<file path="src/sv/assert_macros.svh">
// ----------------------------------------------------------------------------
// assertion macros
// shared concurrent assertion wrappers, compiled out when SYNTH is defined
// ----------------------------------------------------------------------------
`ifndef ASSERT_MACROS_SVH
`define ASSERT_MACROS_SVH

`ifndef SYNTH

// property must hold at every rising clock edge outside reset
`define DRWA_ASSERT(label, clk, rst_n, prop) \
    label: assert property (@(posedge clk) disable iff (!rst_n) prop) \
        else $error("drwa assertion failed");

// expression must never be true outside reset
`define DRWA_ASSERT_NEVER(label, clk, rst_n, expr) \
    label: assert property (@(posedge clk) disable iff (!rst_n) !(expr)) \
        else $error("drwa forbidden condition seen");

`else

`define DRWA_ASSERT(label, clk, rst_n, prop)
`define DRWA_ASSERT_NEVER(label, clk, rst_n, expr)

`endif

`endif

</file>
<file path="src/sv/drwa_pkg.sv">
// ----------------------------------------------------------------------------
// drwa_pkg
// types and constants of the duration ring with window average
// ----------------------------------------------------------------------------
package drwa_pkg;

    // ring geometry
    localparam int MAX_DEPTH  = 256;
    localparam int ADDR_W     = $clog2(MAX_DEPTH);
    localparam int LEN_W      = 9;
    localparam int MIN_RING   = 32;
    localparam int MAX_LIST   = 64;
    localparam int IDX_W      = $clog2(MAX_LIST + 1);

    // field widths
    localparam int MODE_W     = 3;
    localparam int ELAPSED_W  = 16;
    localparam int CNT_W      = 9;
    localparam int DATA_W     = 32;
    localparam int STATUS_W   = 2;

    // stream and register port widths
    localparam int S_TDATA_W  = 32;
    localparam int M_TDATA_W  = 48;
    localparam int PADDR_W    = 2;
    localparam int PDATA_W    = 32;
    localparam logic [PADDR_W-1:0] REG_RING_LENGTH = '0;
    localparam logic [LEN_W-1:0]   RING_LENGTH_RST = LEN_W'(MAX_DEPTH);

    // sum of a full window and the divider
    localparam int SUM_W      = DATA_W + ADDR_W;
    localparam int DIV_STEPS  = SUM_W;
    localparam int DIV_CNT_W  = $clog2(DIV_STEPS);
    localparam int REM_W      = CNT_W - 1;

    typedef enum logic [MODE_W-1:0] {
        MODE_TICK   = 3'd0,
        MODE_START  = 3'd1,
        MODE_END    = 3'd2,
        MODE_NEWEST = 3'd3,
        MODE_AVG    = 3'd4,
        MODE_LIST   = 3'd5
    } mode_t;

    typedef enum logic [STATUS_W-1:0] {
        STS_OK         = 2'd0,
        STS_START_BUSY = 2'd1,
        STS_END_IDLE   = 2'd2,
        STS_BAD_COUNT  = 2'd3
    } status_t;

    typedef enum logic [3:0] {
        ST_IDLE,
        ST_DECODE,
        ST_REDUCE,
        ST_AVG,
        ST_DIV,
        ST_AVG_OUT,
        ST_LIST_RD,
        ST_LIST_OUT
    } state_t;

    typedef enum logic {
        ALU_ADD,
        ALU_SUB
    } alu_op_t;

    typedef struct packed {
        alu_op_t           op;
        logic [SUM_W-1:0]  a;
        logic [SUM_W-1:0]  b;
    } alu_req_t;

    typedef struct packed {
        logic [SUM_W-1:0]  res;
        logic              carry;
    } alu_rsp_t;

endpackage

</file>
<file path="src/sv/drwa_alu.sv">
// ----------------------------------------------------------------------------
// drwa_alu
// shared add and subtract unit of the tick, reduce, average and divide steps
// ----------------------------------------------------------------------------
module drwa_alu (
    input  drwa_pkg::alu_req_t req,
    output drwa_pkg::alu_rsp_t rsp
);
    import drwa_pkg::*;

    logic [SUM_W:0] wide;

    // carry is the carry out on add and the borrow on subtract
    always_comb begin
        unique case (req.op)
            ALU_ADD: wide = {1'b0, req.a} + {1'b0, req.b};
            ALU_SUB: wide = {1'b0, req.a} - {1'b0, req.b};
            default: wide = '0;
        endcase
        rsp.res   = wide[SUM_W-1:0];
        rsp.carry = wide[SUM_W];
    end

endmodule

</file>
<file path="config.mk">
export PLATFORM = sky130hd
export DESIGN_NAME = drwa_alu
export DESIGN_NICKNAME = d
export VERILOG_FILES = /design/src/sv/assert_macros.svh /design/src/sv/drwa_pkg.sv /design/src/sv/drwa_alu.sv
export SDC_FILE = /design/constraint.sdc
export NUM_CORES = 1
export LEC_CHECK = 0
export ABC_AREA = 0
export BUFFER_PORTS_ARGS = -buffer_cell sky130_fd_sc_hd__buf_2
export CAP_MARGIN = 15
export CORE_UTILIZATION = 48
export DETAILED_ROUTE_END_ITERATION = 8
export GPL_TIMING_DRIVEN = 1
export PLACE_DENSITY = 0.81
export SYNTH_ARGS = -nofsm -noshare
export SYNTH_HDL_FRONTEND = slang
export SYNTH_SLANG_ARGS = --single-unit
</file>
<file path="constraint.sdc">
create_clock -name vclk -period 3.8
set_input_delay 0.19 -clock vclk [all_inputs]
set_output_delay 0.19 -clock vclk [all_outputs]
set_load 0.05 [all_outputs]
</file>
==> results of run 1 <==
-- through the flow --
| stage | util | setup TNS, ns |
|---|---|---|
| 4_1_cts | 0.899 | -2.68 |
| 3_3_place_gp | 0.808 | -3.95 |
| 2_1_floorplan | - | -0.592 |
| 3_5_place_dp | 0.808 | -5.02 |
-- cells by family after synthesis --
kind of cell    Yosys count  synth area share
xor+xnor                 72             0.193
simple gates            193             0.283
mux                       1           0.00307
buf+inv                  36            0.0433
fa+ha+maj                42             0.163
compound gates          164             0.314
-- what timing repair did --
item / 4_1_cts
resized for setup: 118
setup buffers: 21
setup endpoints to repair: 22
pin swaps: 53
==> metrics.md, run 1 <==
| Metric | Value |
|---|---|
| Hold_buf cts | 0 |
| Pre-CTS WS | -0.429 ns |
| First Err | [ERROR DPL-0038] Utilization greater than 100%, impossible to legalize |
| Gate Count Post-Synth | 508 |
| Post-Synthesis Net Count | 631 |
| Placed inst area | 5220 sq um |
| Top-level I/O count | 122 |
| Die extent in x | 84.5 microns |
| Syn_area_per_cell | 6.43 sq um |
| WEP type | output port |
| Synth area leader | ha_1 |
| Status | stopped before the end |
| Syn. warnings | 0 |
| Initial Util | 0.506 |
| Mapped Area | 3270 sq um |
| Final RePlAce weighted congestion | 1.05 |
| Number of port buffers | 122 |
| Sequential share of the synthesized area | 0 |
| Placed cell count | 844 |
| Die H | 84.5 microns |
| Unique masters post-synth | 58 |
| Synth top area cells | ha_1 16%, xnor2_1 15%, a21oi_1 10% |
| GR repair worst EP | rsp[34] |
| Largest net degree at the start of global routing | 27 |
| Stop stage | 5_1_grt |
| HPWL after DPL | 11.1 mm |
| Most numerous cell in the Yosys netlist | nor2_1 |
| Top cells by count, synth | 68 x nor2_1, 66 x a21oi_1, 57 x xnor2_1, 49 x nand2_1, 41 x ha_1 |
| Num rows | 29 |
| Top-area cell type share of the netlist area | 0.157 |
==> inputs of run 2 (changes only) <==
Settings changed: CORE_UTILIZATION 48 to 40, PLACE_DENSITY 0.81 to not set, PLACE_DENSITY_LB_ADDON set to 0.15.
Clock period 3.8 ns to 4.95 ns, I/O delays scaled along.
==> run 2 against run 1 <==
  * The run now ends clean
  * Synthesized cell count is the same
  * Synthesized area did not move
==> metrics.md, run 2 <==
| Metric | Value |
|---|---|
| Syn_area_per_cell | 6.43 sq um (unchanged) |
| Hold_buf cts | 0 (unchanged) |
| Post-Synthesis Net Count | 631 (unchanged) |
| Min-delay src | req[40] |
| Worst Path Required | 4.70 ns |
| Worst Hold Depth | 5 |
| Final setup margin | 0.386 ns |
| Via-to-Cell Ratio | 5.73 |
| Most common cell after layout, fill and taps aside | buf_2 |
| Synth area leader | ha_1 |
| Core area | 7810 sq um |
| Max-slew headroom | 0.602 |
| Syn. warnings | 0 (unchanged) |
| Die H | 92.4 microns (+9.3%) |
| Post-cts resize count | 0 (-100%) |
| DR WL/cell | 15.4 microns |
| P_leak | 1.78 nW |
| Worst hold margin | 0.968 ns |
| Slowest stage delay, CP | 0.58 ns |
| Final RePlAce weighted congestion | 0.938 (-11%) |
| Gr ovfl total | 0 |
| Final worst path period need | 4.56 ns |
| Clock buffers | 0 |
| Setup TNS | 0 ns |
| Top cells by count, synth | 68 x nor2_1, 66 x a21oi_1, 57 x xnor2_1, 49 x nand2_1, 41 x ha_1 |
| Max Transition Viols Final | 0 |
| Number of global-route vias before repair | 3732 |
| Critical-path top delay cell | or4b_4 |
| Multiplexer share of the synthesized area | 0.00307 (unchanged) |
| Max Cap Viol | 0 |
| Sequential cell area | 0 sq um |
| Top-level I/O count | 122 (unchanged) |
| Antenna Nets Post-Route | 0 |
| Status | finished clean |
| Number of port buffers | 122 (unchanged) |
| Num rows | 32 (+10%) |
| Highest clock rate | 0.219 GHz |
| # Post-CTS Setup Buffers | 0 (-100%) |
| Peak VDD IR | 0.170 mV |
| Crit path buf inv count | 3 |
| GRT Overall Usage | 0.248 |
| Synth Area in Simple Gates | 0.283 (unchanged) |
| CP max FO | 6 |
| Most numerous cell in the Yosys netlist | nor2_1 |
| Largest net degree at the start of global routing | 22 |
| Gate Count Post-Synth | 508 (unchanged) |
| DRC | 0 |
| Initial Util | 0.418 (-0.0873) |
| WP data arrival | 4.32 ns |
| Mapped Area | 3270 sq um (unchanged) |
| Critical path class | in -> out |
| Ant. Diodes | 0 |
| Crit path top cell by count | buf_2 |
| Drt initial violations | 249 |
| Sequential share of the synthesized area | 0 (unchanged) |
| HP Class | in -> out |
| Type of origin of the critical path | input pin |
| Final setup viols | 0 |
| Seq_cells | 0 |
| Nets | 743 |
| Die Area | 8530 sq um |
| Critical Path End Type | output pin |
| Pwr Density | 283 nW/um^2 |
| First-pass GRT wire length | 17.6 mm |
| P&R area growth vs syn | 21.7% |
| Worst-Margin Slew | 0.596 ns |
| HPWL after DPL | 9.62 mm (-13%) |
| Unique masters post-synth | 58 (unchanged) |
| XOR/XNOR share of the synthesized area | 0.193 (unchanged) |
| Final Hold Viols | 0 |
| Synth top area cells | ha_1 16%, xnor2_1 15%, a21oi_1 10% |
| Top-area cell type share of the netlist area | 0.157 (unchanged) |
| DRT Wirelength | 11.1 mm |
| WHS Endpoint | rsp[1] |
| Vias post-DR | 4128 |
| Main combinational cell family by area after synthesis | compound AO/OA/AOI/OAI gates |
| CP delay by family, top | simple AND/OR/NAND/NOR gates |
| Adder-cell share of the synthesized area | 0.163 (unchanged) |
| Compound-Gate Fraction of Synth Area | 0.314 (unchanged) |
| Critical path cell sequence | buf_2 > nor4_1 > or4b_4 > nor2_4 > nand2_2 > nor4_4 > a21oi_1 > xnor2_1 > ha_1 > nand2_1 > nor2_1 > and4_1 > inv_1 > o311a_1 > o31ai_1 > xor2_1 > buf_2 |
| Share of layout cells above drive strength 1 | 0.225 |
| Initial antenna violation count | 0 |
| Die extent in x | 92.4 microns (+9.3%) |
| RSZ-0062 raised after global routing | false |
| Final critical-path share of the clock period | 0.922 |
| Commonest cells after routing, fill and taps aside | 122 x buf_2, 68 x nor2_1, 66 x a21oi_1 |
| Fillers | 854 |
| Pre-CTS WS | 0.414 ns (+0.843 ns) |
| Drt pass-1 iters | 7 |
## run 2: cell counts after synthesis
No cell type changed its count.
## run 2: final cells by class
class	instances	area (sq um)	share of cell area
tap	102	128	0.0321
inverter	18	67.6	0.0170
multi-input combinational	472	3120	0.786
timing repair buffer	128	656	0.165
## run 2: power breakdown
part | internal (W) | leakage, nW | switching, W
Combinational | 0.000328 | 1.78 | 0.000799
Sequential | 0 | 0 | 0
Clock | 0 | 0 | 0
## run 2: tightest hold or removal path, cell delays in order
cell and delay (ns):
buf_2 0.09, inv_1 0.04, ha_1 0.11, inv_1 0.03, buf_2 0.20
## run 2: worst max path at each step
stage,startpoint,cells after the start,end,slack (ns)
detailed placement,req[14],17,rsp[38],0.41
global route,req[4],16,rsp[40],0.03
global placement,req[14],17,rsp[38],0.50
floorplan,req[11],14,rsp[36],0.44
finish,req[14],17,rsp[38],0.39
CTS,req[14],16,rsp[40],0.38
## run 2: logic make-up (layout without fill, tap and decap cells)
| logic type | count (synthesis) | count (layout) |
|---|---|---|
| buffers and inverters | 36 | 146 |
| multiplexers | 1 | 1 |
| AO/OA/AOI/OAI | 164 | 164 |
| adder cells (fa/ha/maj) | 42 | 42 |
| XOR/XNOR | 72 | 72 |
| AND/OR/NAND/NOR | 193 | 193 |
## run 2: per-layer routing
| metal | GRT usage | share of wire | vias up |
|---|---|---|---|
| met5 | 0 | 0 | - |
| met4 | 0.0417 | 0.017 | 0 |
| met3 | 0.0279 | 0.074 | 20 |
| met2 | 0.410 | 0.44 | 172 |
| met1 | 0.348 | 0.47 | 1848 |
| li1 | - | - | 2088 |
## run 2: stage by stage
step / cells / area (sq um) / utilization / total power (W)
after floorplan: 508 / 3270 / - / 0.000853
after global placement: 720 / 3980 / 0.509 / 0.00111
after detailed placement: 720 / 3980 / 0.509 / 0.00112
after CTS: 720 / 3980 / 0.509 / 0.00112
after global routing: 720 / 3980 / 0.509 / 0.00120
final: 720 / 3980 / 0.509 / 0.00113
No activity file was read; power rests on OpenSTA's default activity.
